### src/design/fdsa_pkg.sv
package fdsa_pkg;

   localparam int STACK_DEPTH_DEF = 64;
   localparam int WORD_WIDTH_DEF  = 32;

   localparam int OP_W     = 5;
   localparam int STATUS_W = 2;
   localparam int KIND_W   = 2;

   // forth words
   localparam logic [OP_W-1:0] OP_DROP = 5'd0;
   localparam logic [OP_W-1:0] OP_DUP  = 5'd1;
   localparam logic [OP_W-1:0] OP_SWAP = 5'd2;
   localparam logic [OP_W-1:0] OP_ROT  = 5'd3;
   localparam logic [OP_W-1:0] OP_OVER = 5'd4;
   localparam logic [OP_W-1:0] OP_ADD  = 5'd5;
   localparam logic [OP_W-1:0] OP_SUB  = 5'd6;
   localparam logic [OP_W-1:0] OP_MUL  = 5'd7;
   localparam logic [OP_W-1:0] OP_DIV  = 5'd8;
   localparam logic [OP_W-1:0] OP_MOD  = 5'd9;
   localparam logic [OP_W-1:0] OP_GT   = 5'd10;
   localparam logic [OP_W-1:0] OP_LT   = 5'd11;
   localparam logic [OP_W-1:0] OP_EQ   = 5'd12;
   localparam logic [OP_W-1:0] OP_DOT  = 5'd13;
   localparam logic [OP_W-1:0] OP_EMIT = 5'd14;
   localparam logic [OP_W-1:0] OP_CR   = 5'd15;
   localparam logic [OP_W-1:0] OP_PUSH = 5'd16;

   localparam logic [STATUS_W-1:0] STAT_OK        = 2'd0;
   localparam logic [STATUS_W-1:0] STAT_UNDERFLOW = 2'd1;
   localparam logic [STATUS_W-1:0] STAT_DIVZERO   = 2'd2;
   localparam logic [STATUS_W-1:0] STAT_OVERFLOW  = 2'd3;

   localparam logic [KIND_W-1:0] KIND_NONE    = 2'd0;
   localparam logic [KIND_W-1:0] KIND_NUMBER  = 2'd1;
   localparam logic [KIND_W-1:0] KIND_CHAR    = 2'd2;
   localparam logic [KIND_W-1:0] KIND_NEWLINE = 2'd3;

   typedef enum logic [3:0] {
      S_IDLE,
      S_CHECK,
      S_LOAD,
      S_ROT,
      S_EXEC,
      S_WRITE2,
      S_MUL,
      S_NEGA,
      S_NEGB,
      S_DIV,
      S_FIX,
      S_RESULT,
      S_DONE
   } seq_state_type;

endpackage

### src/design/forth_data_stack_alu_core.sv
// a beat is checked first; refused words, newline and unknown words go straight to the result,
// others load their operands (rot in an extra state) and execute, swap and rot with a second
// write; a zero divisor ends at execute. The next beat is taken only after the result of the
// last one is registered, one word at a time, as the stack memory has a single write port and
// the shared adder multiplies and divides one bit per cycle.
// reset is synchronous and empties the stack; the stack memory itself is not cleared.
module forth_data_stack_alu_core
   import fdsa_pkg::*;
#(
   parameter int STACK_DEPTH = STACK_DEPTH_DEF,
   parameter int WORD_WIDTH  = WORD_WIDTH_DEF
) (
   input  logic clock,
   input  logic reset,

   input  logic req_tvalid,
   output logic req_tready,
   // literal
   input  logic [((WORD_WIDTH + 7) / 8) * 8 - 1:0] req_tdata,
   // op
   input  logic [OP_W-1:0] req_tuser,

   output logic rsp_tvalid,
   input  logic rsp_tready,
   // out_value, depth_after
   output logic [((WORD_WIDTH + $clog2(STACK_DEPTH + 1) + 7) / 8) * 8 - 1:0] rsp_tdata,
   // status, out_kind
   output logic [STATUS_W+KIND_W-1:0] rsp_tuser
);

   localparam int WW = WORD_WIDTH;
   localparam int AW = $clog2(STACK_DEPTH);
   localparam int CW = $clog2(STACK_DEPTH + 1);
   localparam int SW = $clog2(WORD_WIDTH);
   localparam int RSP_DATA_W = ((WORD_WIDTH + CW + 7) / 8) * 8;

   seq_state_type state_ff, state_in;

   logic [OP_W-1:0]     op_ff, op_in;
   logic [WW-1:0]       lit_ff, lit_in;
   logic [WW-1:0]       x_ff, x_in;
   logic [WW-1:0]       y_ff, y_in;
   logic [WW-1:0]       acc_ff, acc_in;
   logic [SW-1:0]       step_ff, step_in;
   logic                neg_q_ff, neg_q_in;
   logic                neg_r_ff, neg_r_in;
   logic [CW-1:0]       count_ff, count_in;
   logic [STATUS_W-1:0] status_ff, status_in;
   logic [KIND_W-1:0]   kind_ff, kind_in;
   logic [WW-1:0]       value_ff, value_in;

   logic                rsp_valid_ff, rsp_valid_in;
   logic [STATUS_W-1:0] rsp_status_ff, rsp_status_in;
   logic [KIND_W-1:0]   rsp_kind_ff, rsp_kind_in;
   logic [WW-1:0]       rsp_value_ff, rsp_value_in;
   logic [CW-1:0]       rsp_count_ff, rsp_count_in;

   logic [WW-1:0] stack_mem [STACK_DEPTH];
   logic [WW-1:0] rd_a_ff, rd_b_ff;
   logic [AW-1:0] rd_a_addr, rd_b_addr;
   logic          wr_en;
   logic [AW-1:0] wr_addr;
   logic [WW-1:0] wr_data;

   // shared adder, wide enough for signed compares and divider trial subtracts
   logic [WW:0] add_x, add_y, add_sum;
   logic        add_inv;

   logic [CW-1:0] cnt_p1, cnt_m1, cnt_m2, cnt_m3;
   logic [1:0]    need;
   logic          grows, underflow, overflow, chk_refuse, last_step, slot_free, qbit;

   assign add_sum = add_x + (add_y ^ {(WW + 1){add_inv}}) + (WW + 1)'(add_inv);

   assign cnt_p1 = count_ff + CW'(1);
   assign cnt_m1 = count_ff - CW'(1);
   assign cnt_m2 = count_ff - CW'(2);
   assign cnt_m3 = count_ff - CW'(3);

   always_comb begin
      case (op_ff)
         OP_DROP, OP_DUP, OP_DOT, OP_EMIT: need = 2'd1;
         OP_ROT: need = 2'd3;
         OP_SWAP, OP_OVER, OP_ADD, OP_SUB, OP_MUL, OP_DIV, OP_MOD, OP_GT, OP_LT, OP_EQ:
            need = 2'd2;
         default: need = 2'd0;
      endcase
   end

   assign grows      = op_ff inside {OP_DUP, OP_OVER, OP_PUSH};
   assign underflow  = count_ff < CW'(need);
   assign overflow   = grows && (count_ff == CW'(STACK_DEPTH));
   assign chk_refuse = underflow || overflow;
   assign last_step  = step_ff == SW'(WW - 1);
   assign slot_free  = !rsp_valid_ff || rsp_tready;

   assign req_tready = (state_ff == S_IDLE);
   assign rsp_tvalid = rsp_valid_ff;
   assign rsp_tdata  = RSP_DATA_W'({rsp_count_ff, rsp_value_ff});
   assign rsp_tuser  = {rsp_kind_ff, rsp_status_ff};

   // next state
   always_comb begin
      state_in = state_ff;
      case (state_ff)
         S_IDLE: begin
            if (req_tvalid) state_in = S_CHECK;
         end
         S_CHECK: begin
            if (chk_refuse || op_ff == OP_CR || op_ff > OP_PUSH) state_in = S_DONE;
            else state_in = S_LOAD;
         end
         S_LOAD: begin
            state_in = (op_ff == OP_ROT) ? S_ROT : S_EXEC;
         end
         S_ROT: state_in = S_EXEC;
         S_EXEC: begin
            case (op_ff)
               OP_SWAP, OP_ROT: state_in = S_WRITE2;
               OP_MUL: state_in = S_MUL;
               OP_DIV, OP_MOD: state_in = (y_ff == '0) ? S_DONE : S_NEGA;
               default: state_in = S_DONE;
            endcase
         end
         S_WRITE2: state_in = S_DONE;
         S_MUL: begin
            if (last_step) state_in = S_RESULT;
         end
         S_NEGA: state_in = S_NEGB;
         S_NEGB: state_in = S_DIV;
         S_DIV: begin
            if (last_step) state_in = S_FIX;
         end
         S_FIX: state_in = S_RESULT;
         S_RESULT: state_in = S_DONE;
         S_DONE: begin
            if (slot_free) state_in = S_IDLE;
         end
         default: state_in = S_IDLE;
      endcase
   end

   // adder operand select
   always_comb begin
      add_x   = '0;
      add_y   = '0;
      add_inv = 1'b0;
      case (state_ff)
         S_EXEC: begin
            add_x   = {x_ff[WW-1], x_ff};
            add_y   = {y_ff[WW-1], y_ff};
            add_inv = (op_ff != OP_ADD);
         end
         S_MUL: begin
            // shift-add, low word only
            add_x = {1'b0, acc_ff};
            add_y = y_ff[0] ? {1'b0, x_ff} : '0;
         end
         S_NEGA: begin
            add_y   = {1'b0, x_ff};
            add_inv = 1'b1;
         end
         S_NEGB: begin
            add_y   = {1'b0, y_ff};
            add_inv = 1'b1;
         end
         S_DIV: begin
            // restoring step: remainder stays below the divisor magnitude
            add_x   = {1'b0, acc_ff[WW-2:0], x_ff[WW-1]};
            add_y   = {1'b0, y_ff};
            add_inv = 1'b1;
         end
         S_FIX: begin
            add_y   = {1'b0, (op_ff == OP_DIV) ? x_ff : acc_ff};
            add_inv = (op_ff == OP_DIV) ? neg_q_ff : neg_r_ff;
         end
         default: ;
      endcase
   end

   // datapath and memory control
   always_comb begin
      op_in         = op_ff;
      lit_in        = lit_ff;
      x_in          = x_ff;
      y_in          = y_ff;
      acc_in        = acc_ff;
      step_in       = step_ff;
      neg_q_in      = neg_q_ff;
      neg_r_in      = neg_r_ff;
      count_in      = count_ff;
      status_in     = status_ff;
      kind_in       = kind_ff;
      value_in      = value_ff;
      rsp_valid_in  = rsp_valid_ff && !rsp_tready;
      rsp_status_in = rsp_status_ff;
      rsp_kind_in   = rsp_kind_ff;
      rsp_value_in  = rsp_value_ff;
      rsp_count_in  = rsp_count_ff;
      rd_a_addr     = cnt_m1[AW-1:0];
      rd_b_addr     = cnt_m2[AW-1:0];
      wr_en         = 1'b0;
      wr_addr       = cnt_m1[AW-1:0];
      wr_data       = y_ff;
      qbit          = 1'b0;

      case (state_ff)
         S_IDLE: begin
            if (req_tvalid) begin
               op_in  = req_tuser;
               lit_in = req_tdata[WW-1:0];
            end
         end
         S_CHECK: begin
            value_in = '0;
            kind_in  = (op_ff == OP_CR) ? KIND_NEWLINE : KIND_NONE;
            if (underflow) status_in = STAT_UNDERFLOW;
            else if (overflow) status_in = STAT_OVERFLOW;
            else status_in = STAT_OK;
         end
         S_LOAD: begin
            x_in = rd_b_ff;
            y_in = rd_a_ff;
            // third element for rot
            if (op_ff == OP_ROT) rd_a_addr = cnt_m3[AW-1:0];
         end
         S_ROT: begin
            wr_en   = 1'b1;
            wr_addr = cnt_m1[AW-1:0];
            wr_data = rd_a_ff;
         end
         S_EXEC: begin
            case (op_ff)
               OP_DROP: count_in = cnt_m1;
               OP_DOT: begin
                  kind_in  = KIND_NUMBER;
                  value_in = y_ff;
                  count_in = cnt_m1;
               end
               OP_EMIT: begin
                  kind_in  = KIND_CHAR;
                  value_in = WW'(y_ff[7:0]);
                  count_in = cnt_m1;
               end
               OP_DUP, OP_OVER, OP_PUSH: begin
                  wr_en   = 1'b1;
                  wr_addr = count_ff[AW-1:0];
                  if (op_ff == OP_DUP) wr_data = y_ff;
                  else if (op_ff == OP_OVER) wr_data = x_ff;
                  else wr_data = lit_ff;
                  count_in = cnt_p1;
               end
               OP_SWAP: begin
                  wr_en   = 1'b1;
                  wr_addr = cnt_m1[AW-1:0];
                  wr_data = x_ff;
               end
               OP_ROT: begin
                  wr_en   = 1'b1;
                  wr_addr = cnt_m3[AW-1:0];
                  wr_data = x_ff;
               end
               OP_ADD, OP_SUB, OP_GT, OP_LT, OP_EQ: begin
                  wr_en    = 1'b1;
                  wr_addr  = cnt_m2[AW-1:0];
                  count_in = cnt_m1;
                  case (op_ff)
                     OP_GT: wr_data = {WW{!add_sum[WW] && (add_sum != '0)}};
                     OP_LT: wr_data = {WW{add_sum[WW]}};
                     OP_EQ: wr_data = {WW{add_sum == '0}};
                     default: wr_data = add_sum[WW-1:0];
                  endcase
               end
               OP_MUL: begin
                  acc_in  = '0;
                  step_in = '0;
               end
               OP_DIV, OP_MOD: begin
                  if (y_ff == '0) begin
                     status_in = STAT_DIVZERO;
                     count_in  = cnt_m2;
                  end else begin
                     acc_in   = '0;
                     step_in  = '0;
                     neg_q_in = x_ff[WW-1] ^ y_ff[WW-1];
                     neg_r_in = x_ff[WW-1];
                  end
               end
               default: ;
            endcase
         end
         S_WRITE2: begin
            wr_en   = 1'b1;
            wr_addr = cnt_m2[AW-1:0];
            wr_data = y_ff;
         end
         S_MUL: begin
            acc_in  = add_sum[WW-1:0];
            x_in    = x_ff << 1;
            y_in    = y_ff >> 1;
            step_in = step_ff + SW'(1);
         end
         S_NEGA: begin
            if (x_ff[WW-1]) x_in = add_sum[WW-1:0];
         end
         S_NEGB: begin
            if (y_ff[WW-1]) y_in = add_sum[WW-1:0];
         end
         S_DIV: begin
            qbit    = !add_sum[WW];
            acc_in  = qbit ? add_sum[WW-1:0] : add_x[WW-1:0];
            x_in    = {x_ff[WW-2:0], qbit};
            step_in = step_ff + SW'(1);
         end
         S_FIX: begin
            acc_in = add_sum[WW-1:0];
         end
         S_RESULT: begin
            wr_en    = 1'b1;
            wr_addr  = cnt_m2[AW-1:0];
            wr_data  = acc_ff;
            count_in = cnt_m1;
         end
         S_DONE: begin
            if (slot_free) begin
               rsp_valid_in  = 1'b1;
               rsp_status_in = status_ff;
               rsp_kind_in   = kind_ff;
               rsp_value_in  = value_ff;
               rsp_count_in  = count_ff;
            end
         end
         default: ;
      endcase
   end

   always_ff @(posedge clock) begin
      if (reset) begin
         state_ff     <= S_IDLE;
         count_ff     <= '0;
         rsp_valid_ff <= 1'b0;
      end else begin
         state_ff     <= state_in;
         count_ff     <= count_in;
         rsp_valid_ff <= rsp_valid_in;
      end
   end

   always_ff @(posedge clock) begin
      op_ff         <= op_in;
      lit_ff        <= lit_in;
      x_ff          <= x_in;
      y_ff          <= y_in;
      acc_ff        <= acc_in;
      step_ff       <= step_in;
      neg_q_ff      <= neg_q_in;
      neg_r_ff      <= neg_r_in;
      status_ff     <= status_in;
      kind_ff       <= kind_in;
      value_ff      <= value_in;
      rsp_status_ff <= rsp_status_in;
      rsp_kind_ff   <= rsp_kind_in;
      rsp_value_ff  <= rsp_value_in;
      rsp_count_ff  <= rsp_count_in;
   end

   // stack memory, one write port and two registered read ports
   always_ff @(posedge clock) begin
      if (wr_en) stack_mem[wr_addr] <= wr_data;
      rd_a_ff <= stack_mem[rd_a_addr];
      rd_b_ff <= stack_mem[rd_b_addr];
   end

`ifndef SYNTH
   a_wr_in_range: assert property (@(posedge clock) disable iff (reset)
      wr_en |-> (int'(wr_addr) < STACK_DEPTH))
      else $error("stack write outside memory");

   a_div_nonzero: assert property (@(posedge clock) disable iff (reset)
      (state_ff == S_DIV) |-> (y_ff != '0))
      else $error("divider running on zero divisor");

   a_refuse_keeps_depth: assert property (@(posedge clock) disable iff (reset)
      (state_ff == S_CHECK && chk_refuse) |=> (count_ff == $past(count_ff)))
      else $error("refused word changed stack depth");

   a_rsp_depth_bound: assert property (@(posedge clock) disable iff (reset)
      rsp_valid_ff |-> (rsp_count_ff <= CW'(STACK_DEPTH)))
      else $error("reported depth beyond stack size");
`endif

endmodule

### config.mk
export PLATFORM = sky130hd
export DESIGN_NAME = forth_data_stack_alu_core
export DESIGN_NICKNAME = d
export VERILOG_FILES = /design/src/design/fdsa_pkg.sv /design/src/design/forth_data_stack_alu_core.sv
export SDC_FILE = /design/constraint.sdc
export NUM_CORES = 2
export LEC_CHECK = 0
export ABC_CLOCK_PERIOD_IN_PS = 15220
export BUFFER_PORTS_ARGS = -buffer_cell sky130_fd_sc_hd__clkbuf_2
export CORE_MARGIN = 1.5
export CORE_UTILIZATION = 40
export DETAILED_ROUTE_END_ITERATION = 6
export PLACE_DENSITY_LB_ADDON = 0.25
export SYNTH_ARGS = -nofsm -noshare
export SYNTH_HDL_FRONTEND = slang
export SYNTH_SLANG_ARGS = --single-unit
### constraint.sdc
create_clock -name clock -period 15.22 [get_ports clock]
set_input_delay 0.761 -clock clock [delete_from_list [all_inputs] [get_ports clock]]
set_output_delay 0.761 -clock clock [all_outputs]
set_load 0.02 [all_outputs]
# Word level (Yosys, flattened, before mapping)
# Memories as Yosys holds them, arrays and structs flattened. A register that Yosys moved wholly into a read port is not among the register bits.
# Index checks and enable logic that the tools add are counted.
dict set report totals {
  ff_bits 231
  ramBits 2048
  mem_bits_ro 32
  in_bits 41
  out_inout_bits 46
  word_cells 179
  n_memories 2
}
dict set report classes {
  addsub 7
  n_lt_le_gt_ge 2
  eq_ne 44
  mux 56
  bitwise_logic 3
  reduce_logical 45
}
# name words word_bits rd rd_clocked_by_memory_dff write_ports line_no
set mem_list {}
lappend mem_list {stack_mem 64 32 2 2 1 forth_data_stack_alu_core.sv:58} ;# logic [WW-1:0] stack_mem [STACK_DEPTH];
lappend mem_list {{(name not given)} 16 2 1 1 0 forth_data_stack_alu_core.sv:81} ;# case (op_ff)
# cell n
set op_table {}
lappend op_table {{32-bit case mux with 3 select lines} 5}
lappend op_table {{32-bit two-way mux} 8}
lappend op_table {{32-bit case mux with 2 select lines} 3}
lappend op_table {{33-bit case mux with 5 select lines} 1}
lappend op_table {{32-bit case mux with 4 select lines} 1}
lappend op_table {{33-bit case mux with 3 select lines} 1}
lappend op_table {{4-bit case mux with 12 select lines} 1}
lappend op_table {{5-bit by 4-bit == test with 1-bit output (second input constant)} 8}
lappend op_table {{33-bit by 1-bit adder with 33-bit output} 1}
lappend op_table {{33-bit adder} 1}
lappend op_table {{33-bit zero test} 1}
lappend op_table {{33-bit nonzero test} 1}
lappend op_table {{33-bit bitwise XOR} 1}
lappend op_table {{32-bit zero test} 1}
lappend op_table {{4-bit two-way mux} 7}
lappend op_table {{7-bit case mux with 3 select lines} 1}
lappend op_table {{4-bit == test (second input constant)} 5}
lappend op_table {{5-bit by 3-bit == test with 1-bit output (second input constant)} 4}
lappend op_table {{5-bit case mux with 2 select lines} 2}
lappend op_table {{6-bit case mux with 3 select lines} 1}
lappend op_table {{4-bit by 3-bit == test with 1-bit output (second input constant)} 4}
lappend op_table {{2-bit != test (second input constant)} 8}
lappend op_table {{3-bit AND reduction} 5}
lappend op_table {{7-bit case mux with 2 select lines} 1}
lappend op_table {{46 further kinds} 85}

# Longest topological paths before layout
dict set report logic_depth {
  word_depth 11
  mapped_depth 23
  mapped_depth_nobuf 19
}

# Least setup slack after synthesis
# No wires, ideal clock.
dict set report synth_timing {
  path_kind {register to register}
  from {register op_ff[1]}
  to {memory stack_mem[0][31] (netlist name), data pin}
  setup_time_ns 0.702
  arrival_time_ns 7.458
  required_time_ns 14.518
  slack_ns 7.060
  path_stages_with_launch 22
  n_path_buf 3
  synth_period_minus_slack_ns 8.160
  cell_sequence {edfxtp_1 or4b_1 buf_2 nor2_1 clkbuf_1 mux2_2 a222oi_1 xor2_1 ha_1 clkbuf_1 a21oi_1 nand2_1 o211ai_1 nand2_1 a31oi_1 xor2_1 nand4_1 nor4b_2 nand4_1 nor4_1 a211oi_2 o21ai_0}
}
dict set report synth_via {
  elab_chain_len 11
  word_cells_on_any_way 31
  cone_classes {add/sub: 2; eq/ne: 12; mux: 9; bitwise: 1; reduce/logical: 7}
}
# item line_no
set synth_lines {}
lappend synth_lines {{start: declaration} forth_data_stack_alu_core.sv:39} ;# logic [OP_W-1:0] op_ff, op_in;
lappend synth_lines {{start signal: assignment} forth_data_stack_alu_core.sv:350} ;# op_ff <= op_in;
lappend synth_lines {{5-bit by 4-bit == test with 1-bit output} {forth_data_stack_alu_core.sv:174, forth_data_stack_alu_core.sv:175}}
lappend synth_lines {{32-bit two-way mux / 1-bit two-way mux (equally long branches)} {forth_data_stack_alu_core.sv:174, forth_data_stack_alu_core.sv:175}}
lappend synth_lines {{33-bit case mux with 5 select lines / 1-bit case mux with 3 select lines (equally long branches)} forth_data_stack_alu_core.sv:148} ;# case (state_ff)
lappend synth_lines {{33-bit bitwise XOR} forth_data_stack_alu_core.sv:73} ;# assign add_sum = add_x + (add_y ^ {(WW + 1){add_inv}}) + (WW + 1)'(add_inv);
lappend synth_lines {{33-bit adder} forth_data_stack_alu_core.sv:73}
lappend synth_lines {{33-bit by 1-bit adder with 33-bit output} forth_data_stack_alu_core.sv:73}
lappend synth_lines {{33-bit nonzero test / 1-bit zero test (equally long branches)} forth_data_stack_alu_core.sv:268} ;# OP_GT: wr_data = {WW{!add_sum[WW] && (add_sum != '0)}};
lappend synth_lines {{1-bit logical AND} forth_data_stack_alu_core.sv:268}
lappend synth_lines {{32-bit case mux with 3 select lines} forth_data_stack_alu_core.sv:267} ;# case (op_ff)
lappend synth_lines {{32-bit case mux with 3 select lines *} forth_data_stack_alu_core.sv:233} ;# case (op_ff)
lappend synth_lines {{32-bit case mux with 3 select lines *} forth_data_stack_alu_core.sv:207} ;# case (state_ff)
lappend synth_lines {{named net wr_data[31]} forth_data_stack_alu_core.sv:63} ;# logic [WW-1:0] wr_data;
lappend synth_lines {{end: declaration} forth_data_stack_alu_core.sv:58}
# Mark *: on every way through the listed nets, which the timed path passes. The rest lies on a longest branch.

# Worst setup path after layout
dict set report layout_timing {
  from {register state_ff[1]}
  to {memory stack_mem[15][8] (netlist name), data pin}
}
dict set report layout_via {
  elab_chain_len 11
  word_cells_on_any_way 23
  cone_classes {add/sub: 2; eq/ne: 8; mux: 6; bitwise: 1; reduce/logical: 6}
}
# item line_no
set layout_lines {}
lappend layout_lines {{start: declaration} forth_data_stack_alu_core.sv:37} ;# seq_state_type state_ff, state_in;
lappend layout_lines {{start signal: assignment} forth_data_stack_alu_core.sv:343} ;# state_ff <= state_in;
lappend layout_lines {{4-bit == test / 4-bit by 3-bit == test with 1-bit output (equally long branches)} forth_data_stack_alu_core.sv:148}
lappend layout_lines {{2-bit OR reduction (no source line) / 3-bit OR reduction (equally long branches)} n/a}
lappend layout_lines {{33-bit case mux with 5 select lines / 1-bit case mux with 3 select lines (equally long branches)} forth_data_stack_alu_core.sv:148}
lappend layout_lines {{33-bit bitwise XOR} forth_data_stack_alu_core.sv:73}
lappend layout_lines {{33-bit adder} forth_data_stack_alu_core.sv:73}
lappend layout_lines {{33-bit by 1-bit adder with 33-bit output} forth_data_stack_alu_core.sv:73}
lappend layout_lines {{33-bit nonzero test / 1-bit zero test (equally long branches)} forth_data_stack_alu_core.sv:268}
lappend layout_lines {{1-bit logical AND} forth_data_stack_alu_core.sv:268}
lappend layout_lines {{32-bit case mux with 3 select lines} forth_data_stack_alu_core.sv:267}
lappend layout_lines {{32-bit case mux with 3 select lines} forth_data_stack_alu_core.sv:233}
lappend layout_lines {{32-bit case mux with 3 select lines *} forth_data_stack_alu_core.sv:207}
lappend layout_lines {{named net wr_data[8]} forth_data_stack_alu_core.sv:63}
# Marks and branches as above.

==> reports/qor.txt <==
Hold Violations, Final -> 0
final WL -> 374000 um
complex-gate fraction of the synthesized area -> 4.55%
Overflow after GRT -> 0
final hold slack -> 0.0708 ns
simple-gate share of the synthesized area -> 2.62%
post-layout util -> 45.5%
Avg Inst Size Synth -> 19.3 um^2
peak supply drop -> 0.216 mV
Internal -> 16.6 mW
clock share of power -> 22.8%
reg-to-reg endpoint -> stack_mem[15][8]$_DFFE_PP_
Max FO, Critical Path -> 64
Seq/Total Area, Yosys -> 62.7%
R2R Setup Slk -> 6.59 ns
fraction of registers with async set/reset -> 0%
Seq pwr share -> 34.3%
initial antenna violation count -> 18
first-pass GRT wire length -> 516000 um
1st-pass router iterations -> 7
worst min path class -> in2reg
multiplexer share of the synthesized area -> 27.2%
CP Data Arrival Time -> 9.20 ns
Slew HR -> 11.7%
Startpoint Class -> register
Core Rows -> 193
crit path time final -> 8.63 ns
die height -> 530 um
Distinct cells, synth -> 74
CTS tree -> built
Leak Pwr -> 38.6 nW
ratio of cells with drive above 1 in the final layout -> 35.4%
Synth area leader -> edfxtp_1
dpl cells -> 9298
FMAX -> 0.116 GHz
Post-Layout Cell Count -> 9775
Crit. End Element -> register
status -> finished with violations
port bufs -> 85
largest net degree at the start of global routing -> 106
die width -> 530 um
Netlist Area Pre-Place -> 111000 um^2
clock slew seen by the registers of the worst setup and hold paths -> 0.07 ns
Yosys Warn Count -> 0
I/O Pins -> 87
placed wire-length estimate -> 219000 um
# setup viols final -> 0
Setup TNS -> 0 ns
RD Place Congestion -> 0.928
worst slew pin tran -> 1.32 ns
Core Region -> 276000 um^2
clock root cell -> clkbuf_16
Worst Reg-to-Reg Cells -> 23
Primary FF master, synth -> edfxtp_1
initial core utilization -> 40.2%
Post-synth EDFFs -> 2267
Layout Nets -> 5950
RSZ-0062 raised after global routing -> false
Mapped Cells -> 5747
Hold Path Stages -> 1
post-synth top area share -> 61.3%
fin crit share -> 56.7%
Max Cap Viol -> 0
# clock sinks -> 2345
GR Util All Layers -> 26.4%
Power, Total -> 26.9 mW
Area contributors post-synth -> edfxtp_1 61%, mux4_2 26%, dfxtp_1 1.4%, clkbuf_1 1.2%, o21ai_0 0.80%
R2R Path Start -> state_ff[1]$_SDFFE_PP0P_
Power Dens Cells -> 214 nW/um^2
failing checks -> DRC
via count -> 66700
Yosys reg bits -> 2345
antenna viol nets, final -> 0
syn_nets -> 5831
Worst Hold End -> lit_ff[27]$_DFFE_PP_
critical path class -> reg2reg
Setup Fix Bufs, Post-CTS -> 0
Switching Fraction -> 38.3%
Setup Skew -> 0.0643 ns
DR DRC count -> 43
Fillers -> 23200
maximum clock path buffer count -> 4
final count of pins violating max slew -> 0
Adder-Cell Fraction of Synth Area -> 0.491%
largest family of logic cells by synthesized area -> multiplexers
average wire per standard cell -> 38.3 um
Clock H-tree levels -> 4
Comb power frac -> 42.9%
vias in the first global route -> 64400
Worst Path Required -> 15.79 ns
Die ar. -> 281000 um^2
HP Start -> req_tdata[27]
drt initial violations -> 10700
CTS buffer count -> 245
XOR/XNOR Fraction of Synth Area -> 0.669%
Sw Pwr -> 10.3 mW
DR vias/cell -> 6.83
Syn-to-layout area delta -> 13.2%
clock insertion delay at the later pin of the skew report -> 0.93 ns
==> cell type report <==
cell class                      count  area (um^2)  share of cell area (%)
Clock buffer                      309         6620                    5.26
Clock inverter                    133         1500                    1.19
Sequential cell                  2345        69600                    55.4
Inverter                           50          188                   0.149
Antenna cell                        9         22.5                  0.0179
Multi-Input combinational cell   2897        40700                    32.3
Timing Repair Buffer              327         2430                    1.94
Tap cell                         3705         4640                    3.69
==> cell usage in the layout (no fill, tap or decap), types with 23 or more instances in the layout <==
master,synthesis,routed
nor2_1,164,97
a222oi_1,88,88
dlygate4sd3_1,0,26
mux2i_1,67,66
mux4_2,1302,1302
nand3_1,24,23
a211oi_1,45,45
xor2_1,55,53
clkinv_1,0,36
clkinv_2,0,39
bufinv_16,0,30
o22ai_1,50,42
nor2b_1,39,38
o211ai_1,29,29
and2_1,39,39
o21ai_0,177,174
a22oi_1,86,86
clkbuf_16,0,249
edfxtp_1,2267,2267
xnor2_1,28,23
nor3_1,28,23
buf_4,2,206
clkbuf_1,368,44
dfxtp_1,78,76
inv_1,49,48
nor2_4,0,63
nand2_1,221,220
o21ai_4,0,25
mux2_2,23,23
clkbuf_2,0,85
a21oi_1,155,151
ha_1,42,41
==> through the flow <==
| step | setup slack (ns) | instance area, um^2 |
|---|---|---|
| after CTS | 6.73 | 126000 |
| after global routing | 6.27 | 126000 |
| after floorplan | 7.06 | 111000 |
| after detailed placement | 6.78 | 117000 |
| after global placement | 6.80 | 117000 |
| final | 6.59 | 126000 |
==> flip-flops by register name (all words and copies together), names as in the netlist, named ones only <==
register       flops
rd_a_ff           32
count_ff           7
neg_r_ff           1
neg_q_ff           1
value_ff          32
y_ff              32
rsp_tvalid         1
rd_b_ff           32
acc_ff            32
step_ff            5
rsp_kind_ff        2
x_ff              32
status_ff          2
kind_ff            2
rsp_count_ff       7
lit_ff            32
rsp_status_ff      2
op_ff              5
stack_mem       2048
rsp_value_ff      32
state_ff           4
==> kinds of logic after synthesis <==
family	Yosys count
xor+xnor	84
mux	1392
other cells	1
compound gates	759
fa+ha+maj	43
simple gates	618
buf+inv	505
flops	2345
==> synth_stat cells, types with 42 or more instances <==
master    number
o22ai_1       50
dfxtp_1       78
a21oi_1      155
buf_1         76
a222oi_1      88
mux4_2      1302
nand2_1      221
mux2i_1       67
clkbuf_1     368
ha_1          42
xor2_1        55
nor2_1       164
inv_1         49
edfxtp_1    2267
a211oi_1      45
a22oi_1       86
o21ai_0      177
==> layer usage <==
layer / track usage [%] / vias up / routed length (um)
met5: 0 / - / 23
met2: 41.4 / 4815 / 175000
met3: 6.59 / 809 / 42200
met4: 9.61 / 4 / 15400
met1: 35.6 / 35900 / 142000
li1: - / 25200 / -
==> worst max-delay path, stage by stage, from the launching register on <==
cell and delay, ns:
dfxtp_1 0.88, nor2b_1 0.65, nand3b_1 0.30, a21oi_1 0.45
nor2_4 0.03, buf_4 0.29, xor2_1 0.29, inv_1 0.09
fa_1 0.43, nand2b_1 0.18, a21oi_1 0.38, o21ai_0 0.27
a21oi_1 0.28, xnor2_1 0.29, and4_1 0.28, nand4_1 0.11
nor4b_2 0.37, nand4_1 0.17, or3_1 0.44, a211oi_4 0.26
buf_4 0.38, buf_4 0.81, o22ai_4 0.14, buf_4 0.34
==> power groups by stage <==
stage / combinational [mW] / clock (mW) / sequential [mW]
6_report: 11.6 / 6.13 / 9.22
5_1_grt: 12.1 / 6.43 / 9.23
4_1_cts: 11.4 / 6.19 / 9.19
3_5_place_dp: 11.4 / 0 / 9.33
3_3_place_gp: 11.3 / 0 / 9.32
2_1_floorplan: 7.22 / 0 / 9.13
==> what timing repair did <==
item / 4_1_cts / 5_1_grt
resized for setup: 0 / 0
hold endpoints to repair: 26 / 0
hold buffers: 26 / 0
==> worst max-delay path by stage <==
stage	start	endpoint	slack, ns	cells after the start
after floorplan	op_ff[1]$_DFFE_PP_	stack_mem[0][31]$_DFFE_PP_	7.06	21
after global placement	op_ff[1]$_DFFE_PP_	stack_mem[12][8]$_DFFE_PP_	6.80	23
after detailed placement	op_ff[3]$_DFFE_PP_	stack_mem[8][19]$_DFFE_PP_	6.78	23
after CTS	state_ff[1]$_SDFFE_PP0P_	stack_mem[8][19]$_DFFE_PP_	6.73	23
after global routing	state_ff[1]$_SDFFE_PP0P_	stack_mem[15][8]$_DFFE_PP_	6.27	23
final	state_ff[1]$_SDFFE_PP0P_	stack_mem[15][8]$_DFFE_PP_	6.59	23
No activity file was read; power rests on OpenSTA's default activity.
